[src/rtl/rtpl_pkg.sv]
`timescale 1ns / 1ps
// ---------------------------------------------------------------------------
// rtpl_pkg: shared types and constants of the route table lookup core
// Beat payloads, table entry layout, function and status codes, and the
// command and status bundles between controller and datapath.
// ---------------------------------------------------------------------------
package rtpl_pkg;

   // Table geometry
   localparam int TABLE_DEPTH = 16;
   localparam int IDX_W       = $clog2(TABLE_DEPTH);
   localparam int CNT_W       = $clog2(TABLE_DEPTH + 1);
   localparam int LEN_W       = 6;   // mask length 0..32
   localparam int ATTR_W      = 5;

   // Function codes
   localparam logic [1:0] FUNC_APPEND = 2'd0;
   localparam logic [1:0] FUNC_DELETE = 2'd1;
   localparam logic [1:0] FUNC_LOOKUP = 2'd2;

   // Status codes
   localparam logic [1:0] STATUS_OK        = 2'd0;
   localparam logic [1:0] STATUS_FULL      = 2'd1;
   localparam logic [1:0] STATUS_BAD_INDEX = 2'd2;
   localparam logic [1:0] STATUS_NO_ROUTE  = 2'd3;

   // Attribute layout: bit 0 up, bit 1 via gateway, bits 4..2 interface
   localparam logic [ATTR_W-1:0] ATTR_UP      = 5'h01;
   localparam logic [ATTR_W-1:0] ATTR_GW      = 5'h02;
   localparam int                ATTR_UP_BIT  = 0;
   localparam int                ATTR_GW_BIT  = 1;
   localparam int                ATTR_PORT_LO = 2;

   typedef struct packed {
      logic [1:0]  func;
      logic [31:0] dest_addr;
      logic [31:0] net_mask;
      logic [31:0] gateway_addr;
      logic        flag_up;
      logic        flag_via_gateway;
      logic [2:0]  port_sel;
      logic [3:0]  entry_index;
   } rtpl_req_type;

   typedef struct packed {
      logic [1:0]  status;
      logic [31:0] next_hop;
      logic [3:0]  out_port;
   } rtpl_rsp_type;

   typedef struct packed {
      logic [31:0]       dest;
      logic [31:0]       mask;
      logic [31:0]       gateway;
      logic [ATTR_W-1:0] attrs;
   } rtpl_entry_type;

   // Controller to datapath
   typedef struct packed {
      logic capture;
      logic decode;
      logic append_wr;
      logic walk_init;
      logic walk_step;
      logic finish;
   } rtpl_cmd_type;

   // Datapath to controller
   typedef struct packed {
      logic [1:0] func;
      logic       table_full;
      logic       index_bad;
      logic       walk_done;
   } rtpl_stat_type;

endpackage

[src/rtl/route_table_prefix_lookup_core.sv]
`timescale 1ns / 1ps
// ---------------------------------------------------------------------------
// route_table_prefix_lookup_core: IPv4 static route table with LPM lookup
// Append, delete and longest-prefix lookup over an ordered route table.
// ---------------------------------------------------------------------------
// A beat is taken when start is high and busy is low; one result beat comes
// back on rsp_data, marked by rsp_strobe for exactly one cycle, and the
// receiver cannot stall it. Beats are handled one at a time. busy falls in
// the strobe cycle, so the next beat may be taken then. A delete or lookup
// walks the table, which reads one entry per cycle through the single read
// port of the route memory and shifts or compares it the cycle after.
// ---------------------------------------------------------------------------
module route_table_prefix_lookup_core (
   input  logic                   clock,
   input  logic                   reset,
   input  logic                   start,
   output logic                   busy,
   input  rtpl_pkg::rtpl_req_type req_data,
   output logic                   rsp_strobe,
   output rtpl_pkg::rtpl_rsp_type rsp_data
);
   import rtpl_pkg::*;

   rtpl_cmd_type  cmd;
   rtpl_stat_type stat;

   rtpl_ctrl u_ctrl (
      .clock      (clock),
      .reset      (reset),
      .start      (start),
      .busy       (busy),
      .rsp_strobe (rsp_strobe),
      .stat       (stat),
      .cmd        (cmd)
   );

   rtpl_datapath u_datapath (
      .clock    (clock),
      .reset    (reset),
      .cmd      (cmd),
      .req_data (req_data),
      .stat     (stat),
      .rsp_data (rsp_data)
   );

endmodule

[src/rtl/rtpl_datapath.sv]
`timescale 1ns / 1ps
// ---------------------------------------------------------------------------
// rtpl_datapath: route table storage and walk datapath
// Holds the route memory and entry count, walks entries one per cycle for
// delete (shift down) and lookup (longest prefix), and builds the result.
// ---------------------------------------------------------------------------
module rtpl_datapath (
   input  logic                  clock,
   input  logic                  reset,
   input  rtpl_pkg::rtpl_cmd_type cmd,
   input  rtpl_pkg::rtpl_req_type req_data,
   output rtpl_pkg::rtpl_stat_type stat,
   output rtpl_pkg::rtpl_rsp_type rsp_data
);
   import rtpl_pkg::*;

   // Route memory, no reset: only entries below the count are read
   rtpl_entry_type mem [TABLE_DEPTH];

   rtpl_req_type      req_ff,       req_in;
   logic [CNT_W-1:0]  count_ff,     count_in;
   logic [CNT_W-1:0]  ptr_ff,       ptr_in;
   logic [CNT_W-1:0]  rd_ptr_ff,    rd_ptr_in;
   logic              rd_valid_ff,  rd_valid_in;
   rtpl_entry_type    rd_entry_ff;
   logic              full_ff,      full_in;
   logic              bad_ff,       bad_in;
   logic              found_ff,     found_in;
   logic [LEN_W-1:0]  best_len_ff,  best_len_in;
   logic [31:0]       best_gw_ff,   best_gw_in;
   logic [ATTR_W-1:0] best_attr_ff, best_attr_in;
   rtpl_rsp_type      rsp_ff,       rsp_in;

   logic              is_lookup;
   logic              is_delete;
   logic              issue;
   logic              hit;
   logic              better;
   logic [LEN_W-1:0]  cand_len;
   logic              wr_en;
   logic [IDX_W-1:0]  wr_addr;
   rtpl_entry_type    wr_entry;
   rtpl_entry_type    new_entry;

   assign is_lookup = (req_ff.func == FUNC_LOOKUP);
   assign is_delete = (req_ff.func == FUNC_DELETE);
   assign issue     = cmd.walk_step && (ptr_ff < count_ff);

   // Candidate check on the entry read last cycle
   assign hit      = rd_entry_ff.attrs[ATTR_UP_BIT] &&
                     ((req_ff.dest_addr & rd_entry_ff.mask) == rd_entry_ff.dest);
   assign cand_len = LEN_W'($countones(rd_entry_ff.mask));
   assign better   = hit && (!found_ff || (cand_len > best_len_ff));

   // Entry built from the captured append beat
   always_comb begin
      new_entry.dest    = req_ff.dest_addr;
      new_entry.mask    = req_ff.net_mask;
      new_entry.gateway = req_ff.gateway_addr;
      new_entry.attrs   = ATTR_W'({req_ff.port_sel, 2'b00})
                        | (req_ff.flag_up          ? ATTR_UP : '0)
                        | (req_ff.flag_via_gateway ? ATTR_GW : '0);
   end

   // Single write port: append at the tail, or shift down during delete
   always_comb begin
      wr_en    = 1'b0;
      wr_addr  = count_ff[IDX_W-1:0];
      wr_entry = new_entry;
      if (cmd.append_wr) begin
         wr_en = 1'b1;
      end else if (cmd.walk_step && rd_valid_ff && is_delete) begin
         wr_en    = 1'b1;
         wr_addr  = IDX_W'(rd_ptr_ff - CNT_W'(1));
         wr_entry = rd_entry_ff;
      end
   end

   always_ff @(posedge clock) begin
      if (wr_en) begin
         mem[wr_addr] <= wr_entry;
      end
      if (issue) begin
         rd_entry_ff <= mem[ptr_ff[IDX_W-1:0]];
      end
   end

   // Next-state logic
   always_comb begin
      req_in       = req_ff;
      count_in     = count_ff;
      ptr_in       = ptr_ff;
      rd_ptr_in    = rd_ptr_ff;
      rd_valid_in  = rd_valid_ff;
      full_in      = full_ff;
      bad_in       = bad_ff;
      found_in     = found_ff;
      best_len_in  = best_len_ff;
      best_gw_in   = best_gw_ff;
      best_attr_in = best_attr_ff;
      rsp_in       = rsp_ff;

      if (cmd.capture) begin
         req_in = req_data;
      end

      if (cmd.decode) begin
         full_in = stat.table_full;
         bad_in  = stat.index_bad;
      end

      if (cmd.append_wr) begin
         count_in = count_ff + CNT_W'(1);
      end

      if (cmd.walk_init) begin
         ptr_in      = is_delete ? (CNT_W'(req_ff.entry_index) + CNT_W'(1)) : '0;
         rd_valid_in = 1'b0;
         found_in    = 1'b0;
         best_len_in = '0;
      end

      // One entry read and one entry evaluated per step
      if (cmd.walk_step) begin
         rd_valid_in = issue;
         if (issue) begin
            ptr_in    = ptr_ff + CNT_W'(1);
            rd_ptr_in = ptr_ff;
         end
         if (rd_valid_ff && is_lookup && better) begin
            found_in     = 1'b1;
            best_len_in  = cand_len;
            best_gw_in   = rd_entry_ff.gateway;
            best_attr_in = rd_entry_ff.attrs;
         end
      end

      // Result beat and delete count update
      if (cmd.finish) begin
         rsp_in = '0;
         unique case (req_ff.func)
            FUNC_APPEND: begin
               rsp_in.status = full_ff ? STATUS_FULL : STATUS_OK;
            end
            FUNC_DELETE: begin
               rsp_in.status = bad_ff ? STATUS_BAD_INDEX : STATUS_OK;
               if (!bad_ff) begin
                  count_in = count_ff - CNT_W'(1);
               end
            end
            FUNC_LOOKUP: begin
               if (found_ff) begin
                  rsp_in.status   = STATUS_OK;
                  rsp_in.next_hop = best_attr_ff[ATTR_GW_BIT] ? best_gw_ff
                                                              : req_ff.dest_addr;
                  rsp_in.out_port = 4'({1'b0, best_attr_ff[ATTR_W-1:ATTR_PORT_LO]})
                                  + 4'd1;
               end else begin
                  rsp_in.status = STATUS_NO_ROUTE;
               end
            end
            default: begin
               rsp_in.status = STATUS_OK;
            end
         endcase
      end
   end

   // Control registers
   always_ff @(posedge clock) begin
      if (reset) begin
         count_ff    <= '0;
         rd_valid_ff <= 1'b0;
         found_ff    <= 1'b0;
      end else begin
         count_ff    <= count_in;
         rd_valid_ff <= rd_valid_in;
         found_ff    <= found_in;
      end
   end

   // Payload registers
   always_ff @(posedge clock) begin
      req_ff       <= req_in;
      ptr_ff       <= ptr_in;
      rd_ptr_ff    <= rd_ptr_in;
      full_ff      <= full_in;
      bad_ff       <= bad_in;
      best_len_ff  <= best_len_in;
      best_gw_ff   <= best_gw_in;
      best_attr_ff <= best_attr_in;
      rsp_ff       <= rsp_in;
   end

   // Status to controller
   assign stat.func       = req_ff.func;
   assign stat.table_full = (count_ff == CNT_W'(TABLE_DEPTH));
   assign stat.index_bad  = (CNT_W'(req_ff.entry_index) >= count_ff);
   assign stat.walk_done  = (ptr_ff >= count_ff) && !rd_valid_ff;

   assign rsp_data = rsp_ff;

   // Count never passes the table depth
   a_count_range: assert property (@(posedge clock) disable iff (reset)
      count_ff <= CNT_W'(TABLE_DEPTH))
      else $error("entry count beyond table depth");

   // Every read in flight points at a valid entry
   a_read_in_range: assert property (@(posedge clock) disable iff (reset)
      rd_valid_ff |-> (rd_ptr_ff < count_ff))
      else $error("table read beyond entry count");

   // Append never lands on a full table
   a_append_room: assert property (@(posedge clock) disable iff (reset)
      cmd.append_wr |-> !stat.table_full)
      else $error("append issued on full table");

endmodule

[src/rtl/rtpl_ctrl.sv]
`timescale 1ns / 1ps
// ---------------------------------------------------------------------------
// rtpl_ctrl: route table lookup controller
// Sequences capture, decode, table walk and result for one beat at a time.
// ---------------------------------------------------------------------------
module rtpl_ctrl (
   input  logic                   clock,
   input  logic                   reset,
   input  logic                   start,
   output logic                   busy,
   output logic                   rsp_strobe,
   input  rtpl_pkg::rtpl_stat_type stat,
   output rtpl_pkg::rtpl_cmd_type  cmd
);
   import rtpl_pkg::*;

   localparam logic [1:0] S_IDLE   = 2'd0;
   localparam logic [1:0] S_DECODE = 2'd1;
   localparam logic [1:0] S_WALK   = 2'd2;
   localparam logic [1:0] S_RESP   = 2'd3;

   logic [1:0] state_ff,  state_in;
   logic       strobe_ff, strobe_in;

   // State transitions and commands
   always_comb begin
      state_in  = state_ff;
      strobe_in = 1'b0;
      cmd       = '0;
      unique case (state_ff)
         S_IDLE: begin
            if (start) begin
               cmd.capture = 1'b1;
               state_in    = S_DECODE;
            end
         end
         S_DECODE: begin
            cmd.decode    = 1'b1;
            cmd.walk_init = 1'b1;
            if ((stat.func == FUNC_APPEND) && !stat.table_full) begin
               cmd.append_wr = 1'b1;
            end
            if ((stat.func == FUNC_LOOKUP) ||
                ((stat.func == FUNC_DELETE) && !stat.index_bad)) begin
               state_in = S_WALK;
            end else begin
               state_in = S_RESP;
            end
         end
         S_WALK: begin
            cmd.walk_step = 1'b1;
            if (stat.walk_done) begin
               state_in = S_RESP;
            end
         end
         S_RESP: begin
            cmd.finish = 1'b1;
            strobe_in  = 1'b1;
            state_in   = S_IDLE;
         end
         default: begin
            state_in = S_IDLE;
         end
      endcase
   end

   always_ff @(posedge clock) begin
      if (reset) begin
         state_ff  <= S_IDLE;
         strobe_ff <= 1'b0;
      end else begin
         state_ff  <= state_in;
         strobe_ff <= strobe_in;
      end
   end

   assign busy       = (state_ff != S_IDLE);
   assign rsp_strobe = strobe_ff;

   // Accepted beat always goes through decode
   a_accept_decode: assert property (@(posedge clock) disable iff (reset)
      (start && !busy) |=> (state_ff == S_DECODE))
      else $error("accepted beat did not reach decode");

   // Result strobe follows the result state, and only it
   a_strobe_after_resp: assert property (@(posedge clock) disable iff (reset)
      rsp_strobe |-> $past(state_ff == S_RESP))
      else $error("result strobe without result state");

   // Strobe lasts one cycle per beat
   a_strobe_single: assert property (@(posedge clock) disable iff (reset)
      rsp_strobe |=> !rsp_strobe)
      else $error("result strobe held more than one cycle");

endmodule

[config.mk]
export PLATFORM = sky130hd
export DESIGN_NAME = route_table_prefix_lookup_core
export DESIGN_NICKNAME = d
export VERILOG_FILES = /design/src/rtl/rtpl_pkg.sv /design/src/rtl/route_table_prefix_lookup_core.sv /design/src/rtl/rtpl_datapath.sv /design/src/rtl/rtpl_ctrl.sv
export SDC_FILE = /design/constraint.sdc
export NUM_CORES = 2
export LEC_CHECK = 0
export ABC_AREA = 1
export BUFFER_PORTS_ARGS = -buffer_cell sky130_fd_sc_hd__buf_4
export CAP_MARGIN = 20
export CORE_MARGIN = 4
export CORE_UTILIZATION = 40
export CTS_CLUSTER_DIAMETER = 40
export DETAILED_ROUTE_END_ITERATION = 16
export PLACE_DENSITY = 0.66
export SYNTH_ARGS = -nofsm -noshare
export SYNTH_HDL_FRONTEND = slang
export SYNTH_SLANG_ARGS = --single-unit
[constraint.sdc]
create_clock -name clock -period 15.7 [get_ports clock]
set_input_delay 0.785 -clock clock [delete_from_list [all_inputs] [get_ports clock]]
set_output_delay 0.785 -clock clock [all_outputs]
set_load 0.005 [all_outputs]
After elaboration in Yosys (flattened, before gate mapping). Memory sizes are Yosys's and may differ from the RTL's. A register that Yosys moved wholly into a read port is not among the register bits. Cells that the tools add are included.

Eq/ne operators: 9. $add $sub $neg: 37. Bitwise logic cells: 3. Magnitude comparators: 4. Reductions and logical operators: 24. Mux-type cells: 41.

Operators by type and width (count): $mux 101 (2); $add 6x6->6 (15); $mux 5 (8); $add 1x1->2 (16); $and 32x32->32 (1); $eq 32x32->1 (1); $mux 32 (1); $mux 6 (3); $mux 1 (17); $add 5x1->5 const B (2); $logic_and 1x1->1 (10); $mux 2 (5); $or 5x5->5 (2); $mux 4 (2); $pmux 2 s4 (1); $reduce_and 2->1 (4); $eq 2x2->1 const B (3); $gt 6x6->1 (1); $pmux 2 s3 (1); $add 4x1->5 const B (1); $eq 5x5->1 const B (1); $ge 4x5->1 (1); $ge 5x5->1 (1); $lt 5x5->1 (1); other kinds (10) (18).

Output and inout port bits: 40. Memories kept: 1. RAM bits: 1616. Input bits: 110. Logic and storage cells: 142. Register bits after elaboration: 209.

Memory list: u_datapath.mem (depth 16, width 101, rd ports 1, clocked after Yosys merged registers in 1, wr ports 1, RTL line rtpl_datapath.sv:18) `rtpl_entry_type mem [TABLE_DEPTH];`.

Depth between registers and ports, before layout.
Depth in word-level cells: 11. Mapped depth: 28.

By module. A second synthesis with hierarchy kept.

Cell total of the unflattened synthesis: 5739. Area, all modules: 76791.1 µm².

Modules (own cells, without submodules): rtpl_datapath (instances 1, cells each 5700, area each 76523.4 µm²); rtpl_ctrl (instances 1, cells each 39, area each 267.8 µm²).

Worst setup path before layout. Ideal clock, no wire load.

Kind: register -> register. From: reg u_datapath.rd_entry_ff[59] (netlist name). To: reg u_datapath.best_attr_ff[1], enable pin. Setup time: 391 ps. Stages on the path, launching flop included: 24. Arrival: 5849 ps. Slack: 9461 ps. Clock period less this slack: 6239 ps. Path through: edfxtp_1 ha_1 inv_1 fa_1 inv_1 fa_1 inv_1 fa_1 inv_1 fa_1 fa_1 ha_1 fa_1 a31oi_1 inv_1 ha_1 nand2_1 nor2_1 nand2_1 nand3_1 a21oi_1 nor2_2 nand2_2 inv_1.

Longest elaborated chain between the ends: 10. Elaborated cells on any way between the ends: 13. Those cells by class: add/sub: 5; order compare: 1; eq/ne: 1; bitwise: 1; reduce/logical: 5.

Ends and longest elaborated chain: $add 1x1->2 (implied by the code) (RTL line rtpl_datapath.sv:52) `assign cand_len = LEN_W'($countones(rd_entry_ff.mask));`; $add 6x6->6 (implied by the code) (4 in series) (RTL line rtpl_datapath.sv:52); $gt 6x6->1 (RTL line rtpl_datapath.sv:53) `assign better = hit && (!found_ff || (cand_len > best_len_ff));`; $logic_or 1x1->1 (RTL line rtpl_datapath.sv:53); $logic_and 1x1->1 * (RTL line rtpl_datapath.sv:53); $logic_and 1x1->1 * (RTL line rtpl_datapath.sv:130) `if (rd_valid_ff && is_lookup && better) begin`; $reduce_and 2->1 (no line) *; end signal, assigned (RTL line rtpl_datapath.sv:191) `best_attr_ff <= best_attr_in;`; end, declared (RTL line rtpl_datapath.sv:31) `logic [ATTR_W-1:0] best_attr_ff, best_attr_in;`.

Every way passes the cells marked *; elsewhere a longest branch is shown, timed or not. A chain may end at the register's enable or synchronous reset.

Final worst setup path.
From: reg u_datapath.rd_entry_ff[51] (netlist name). To: reg u_datapath.best_attr_ff[4], enable pin.

Longest elaborated chain between the ends: 10. Elaborated cells on any way between the ends: 13. Those cells by class: add/sub: 5; order compare: 1; eq/ne: 1; bitwise: 1; reduce/logical: 5.

Ends and longest elaborated chain (RTL line): $add 1x1->2 (implied by the code) (rtpl_datapath.sv:52); $add 6x6->6 (implied by the code) (4 in series) (rtpl_datapath.sv:52); $gt 6x6->1 (rtpl_datapath.sv:53); $logic_or 1x1->1 (rtpl_datapath.sv:53); $logic_and 1x1->1 * (rtpl_datapath.sv:53); $logic_and 1x1->1 * (rtpl_datapath.sv:130); $reduce_and 2->1 (no line) *.

Marks and branches as above.

==> run_summary.xml <==
<?xml version="1.0" encoding="UTF-8"?>
<metrics>
  <group name="logic_synthesis">
    <metric name="post_synth_num_cell_types" unit="">35</metric>
    <metric name="synthArstFlopShare" unit="%">0</metric>
    <metric name="mappedNetlistNets" unit="">5891</metric>
    <metric name="synth-main-ff-cell" unit="">sky130_fd_sc_hd__edfxtp_1</metric>
    <metric name="postSynthCellCount" unit="">5705</metric>
    <metric name="number_of_synthesized_flops_with_an_enable_pin" unit="">1904</metric>
    <metric name="syn_avg_cell_area" unit="um2">13.4</metric>
    <metric name="syn-cell-area" unit="um2">76400</metric>
    <metric name="seq_area_frac_synth" unit="%">75.3</metric>
    <metric name="synthesis.yosys.warnings" unit="">0</metric>
    <metric name="synth.ff_latch_count" unit="">1925</metric>
  </group>
  <group name="pwr">
    <metric name="cell_leakage_power" unit="uW">0.0292</metric>
    <metric name="power.share.combinational" unit="%">28.4</metric>
    <metric name="switching_share" unit="%">33.4</metric>
    <metric name="powerDensity" unit="nW/um2">182</metric>
    <metric name="internal_power" unit="uW">10600</metric>
    <metric name="power.net_switching" unit="uW">5310</metric>
    <metric name="vdd.ir_drop.worst" unit="mV">0.351</metric>
    <metric name="power.sequential.fraction" unit="%">40.0</metric>
    <metric name="p_clk_share" unit="%">31.6</metric>
  </group>
  <group name="sta">
    <metric name="grt_setup_unrepaired" unit="">false</metric>
    <metric name="maxSlewHeadroom" unit="%">21.3</metric>
    <metric name="setup-violations-final" unit="">0</metric>
    <metric name="timing_hold_violations_final" unit="">0</metric>
    <metric name="timing_max_transition_violations_final" unit="">0</metric>
    <metric name="setup-tns-final" unit="ns">0</metric>
    <metric name="worst-slew-pin-transition" unit="ns">1.18</metric>
    <metric name="final.min_clock_period" unit="ns">6.62</metric>
    <metric name="clk_skew" unit="ns">0.0454</metric>
    <metric name="achievable-frequency" unit="MHz">151</metric>
    <metric name="post-route-period-util" unit="%">42.2</metric>
  </group>
  <group name="critical_path">
    <metric name="rrSetupSlack" unit="ns">9.08</metric>
    <metric name="crit_chain" unit="">ha_1, inv_1, fa_1, fa_1, inv_1, fa_1, fa_1, fa_1, ha_1, fa_1, a31oi_1, inv_1, ha_1, nand2_1, nor2_1, nand2_1, nand3_1, a21oi_1, nor2_2, nand2_2, inv_2</metric>
    <metric name="worst-path-max-fanout" unit="">36</metric>
    <metric name="max_stage_delay_cell_worst_path" unit="">sky130_fd_sc_hd__inv_2</metric>
    <metric name="critPathKind" unit="">flop to flop</metric>
    <metric name="arrival" unit="ns">7.10</metric>
    <metric name="crit_path_start_kind" unit="">flop</metric>
    <metric name="critPathRequiredTime" unit="ns">16.17</metric>
    <metric name="endpoint_kind" unit="">flop</metric>
    <metric name="crit_path_max_incr_delay" unit="ns">0.70</metric>
    <metric name="cp_common_cell" unit="">sky130_fd_sc_hd__fa_1</metric>
  </group>
  <group name="drt">
    <metric name="initialDrtViolationCount" unit="">5420</metric>
    <metric name="routed_via_density" unit="">5.59</metric>
    <metric name="drc" unit="">0</metric>
    <metric name="detail_route.first_pass.iterations" unit="">6</metric>
    <metric name="ant_nets" unit="">0</metric>
    <metric name="vias" unit="">47595</metric>
    <metric name="wire_per_inst" unit="um">24.1</metric>
    <metric name="totalWireLength" unit="mm">205</metric>
  </group>
  <group name="final_layout">
    <metric name="fin_area" unit="um2">87400</metric>
    <metric name="final_common_cell" unit="">sky130_fd_sc_hd__edfxtp_1</metric>
    <metric name="area_growth" unit="%">14.3</metric>
    <metric name="final_cell_mix" unit="">sky130_fd_sc_hd__edfxtp_1 (1904), sky130_fd_sc_hd__nor2_1 (1115), sky130_fd_sc_hd__nand2_1 (672)</metric>
    <metric name="layout-drive-gt1-share" unit="%">10.3</metric>
    <metric name="fillCellCount" unit="">16477</metric>
    <metric name="fin_util" unit="%">45.9</metric>
    <metric name="net_count_reported_at_finish" unit="">6007</metric>
  </group>
  <group name="die">
    <metric name="placeableCoreArea" unit="um2">190000</metric>
    <metric name="start_util" unit="%">40.2</metric>
    <metric name="die-area" unit="um2">198000</metric>
    <metric name="die_height" unit="um">445</metric>
    <metric name="core.rowCount" unit="">160</metric>
    <metric name="fp.dieW" unit="um">445</metric>
    <metric name="io_pins" unit="">150</metric>
  </group>
  <group name="global_routing">
    <metric name="grt_usage" unit="%">20.2</metric>
    <metric name="grt-ovfl-total" unit="">0</metric>
    <metric name="grt_pass1_wl" unit="mm">300</metric>
    <metric name="grt_antenna_before_repair" unit="">3</metric>
    <metric name="maximum_number_of_pins_on_one_net_before_global_route_repair" unit="">213</metric>
    <metric name="via_count_of_the_first_global_routing_pass" unit="">45215</metric>
  </group>
  <group name="min_path">
    <metric name="min-delay-path-class" unit="">input pin to flop</metric>
  </group>
  <group name="placement">
    <metric name="dp_hpwl" unit="mm">111</metric>
    <metric name="port_buffers" unit="">149</metric>
    <metric name="post_dp_cell_area" unit="um2">80100</metric>
    <metric name="gpl.final_weighted_congestion" unit="">0.876</metric>
  </group>
  <group name="flow_run">
    <metric name="timing.max_cap.violations" unit="">0</metric>
  </group>
  <group name="clock_tree">
    <metric name="deepest_clock_path_buffer_count" unit="">3</metric>
    <metric name="cts_made_buffers" unit="">216</metric>
    <metric name="htree_levels" unit="">4</metric>
    <metric name="post-cts-setup-buffers" unit="">0</metric>
    <metric name="post_cts_clock_slew_at_the_launch_and_capture_registers_of_the_worst_setup_and_hold_paths" unit="ns">0.06</metric>
    <metric name="cts_hold_buffers" unit="">0</metric>
    <metric name="tritoncts" unit="">yes</metric>
    <metric name="cts.sink_count" unit="">1925</metric>
    <metric name="insertion_delay" unit="ns">0.85</metric>
    <metric name="cts.root.buffer_cell" unit="">sky130_fd_sc_hd__clkbuf_16</metric>
    <metric name="postCtsResizedCells" unit="">0</metric>
  </group>
  <group name="run_status">
    <metric name="outcome" unit="">completed</metric>
  </group>
</metrics>
==> Yosys cell counts, drive strengths merged, types with 10 or more instances <==
library cell | number | area share [%]
o211ai | 139 | 1.4
inv | 144 | 0.71
o21ai | 621 | 4.1
dfxtp | 21 | 0.55
ha | 50 | 0.82
o32ai | 202 | 2.3
buf | 156 | 1.1
nand2 | 673 | 3.3
a21oi | 48 | 0.31
mux2i | 65 | 0.85
xor2 | 10 | 0.11
edfxtp | 1904 | 75
nand3 | 220 | 1.4
nor2 | 1135 | 5.6
o221ai | 65 | 0.74
clkbuf | 196 | 0.96
fa | 26 | 0.68
==> kinds of logic (layout without fill, tap and decap cells) <==
family                     count (synthesis)  in the layout  synth area share [%]
and+or+nand+nor                         2043           2043                  10.4
muxes                                     65             65                 0.851
buffers and inverters                    496            795                  2.79
other                                      0              3                     0
adders and majority gates                 76             76                  1.50
xor gates and xnor gates                  16             16                 0.183
DFF                                     1925           1925                  75.3
AOI/OAI and AO/OA                       1084           1084                  8.88
==> final timing paths <==
path / from / endpoint / depth (start not counted)
worst max register to register: u_datapath.rd_entry_ff[51] / u_datapath.best_attr_ff[4] / 21
worst min-delay path: req_data[19] / u_datapath.new_entry[15] / 1
worst max-delay path: u_datapath.rd_entry_ff[51] / u_datapath.best_attr_ff[4] / 21
worst min register to register: u_datapath.rd_entry_ff[27] / u_datapath.best_gw_ff[22] / 0
==> registers in the layout (all words and copies together), names as in the netlist, 2 cells and up <==
signal,count
u_datapath.best_attr_ff,4
u_datapath.best_gw_ff,32
u_datapath.req_ff,9
u_datapath.rd_entry_ff,101
u_ctrl.state_ff,2
u_datapath.best_len_ff,6
u_datapath.rd_ptr_ff,4
u_datapath.rsp_data,38
u_datapath.ptr_ff,5
u_datapath.count_ff,5
u_datapath.mem,1616
u_datapath.new_entry,96
u_datapath.stat,2
==> critical path, delay by kind of cell (launching register included) <==
family | cells | cell delay [ns]
AO/OA/AOI/OAI | 2 | 0.33
adder cells (fa/ha/maj) | 9 | 3.73
AND/OR/NAND/NOR | 6 | 0.82
flip-flops | 1 | 0.44
buffers and inverters | 4 | 0.90
==> through the flow <==
stage                     hold slack [ns]  setup WS, ns  instances  power (uW)
after global routing               0.0545          8.66       8516       16800
after floorplan                     0.427          9.46       5705        9610
after CTS                          0.0384          9.02       8505       16000
after global placement              0.434          9.08       8098       10900
after detailed placement            0.440          9.07       8104       11000
final                               0.104          9.08       8518       15900
==> final cells by class <==
cell class	count	area, um2	share of cell area, %
flip-flops and latches	1925	57600	65.9
repair buffers	250	2020	2.32
clock buffers	254	5630	6.45
multi-input cells	3284	16800	19.3
clock inverters	147	1550	1.77
inverters	144	584	0.669
well taps	2511	3140	3.60
diodes	3	7.51	0.00859
==> power groups by stage <==
| stage | clock, uW | combinational (uW) | sequential [uW] |
|---|---|---|---|
| floorplan | 0 | 3270 | 6340 |
| global placement | 0 | 4470 | 6470 |
| detailed placement | 0 | 4500 | 6470 |
| CTS | 5080 | 4530 | 6360 |
| global route | 5320 | 5140 | 6370 |
| finish | 5020 | 4520 | 6360 |
==> per-layer routing <==
metal  track usage, %  up-vias  part of all wire, %
met4             8.96        0                  4.7
li1                 -    21189                    -
met1             27.2    23804                   40
met3             3.51      396                  8.0
met5                0        -                    0
met2             32.2     2206                   48
No activity file was read; power rests on OpenSTA's default activity.
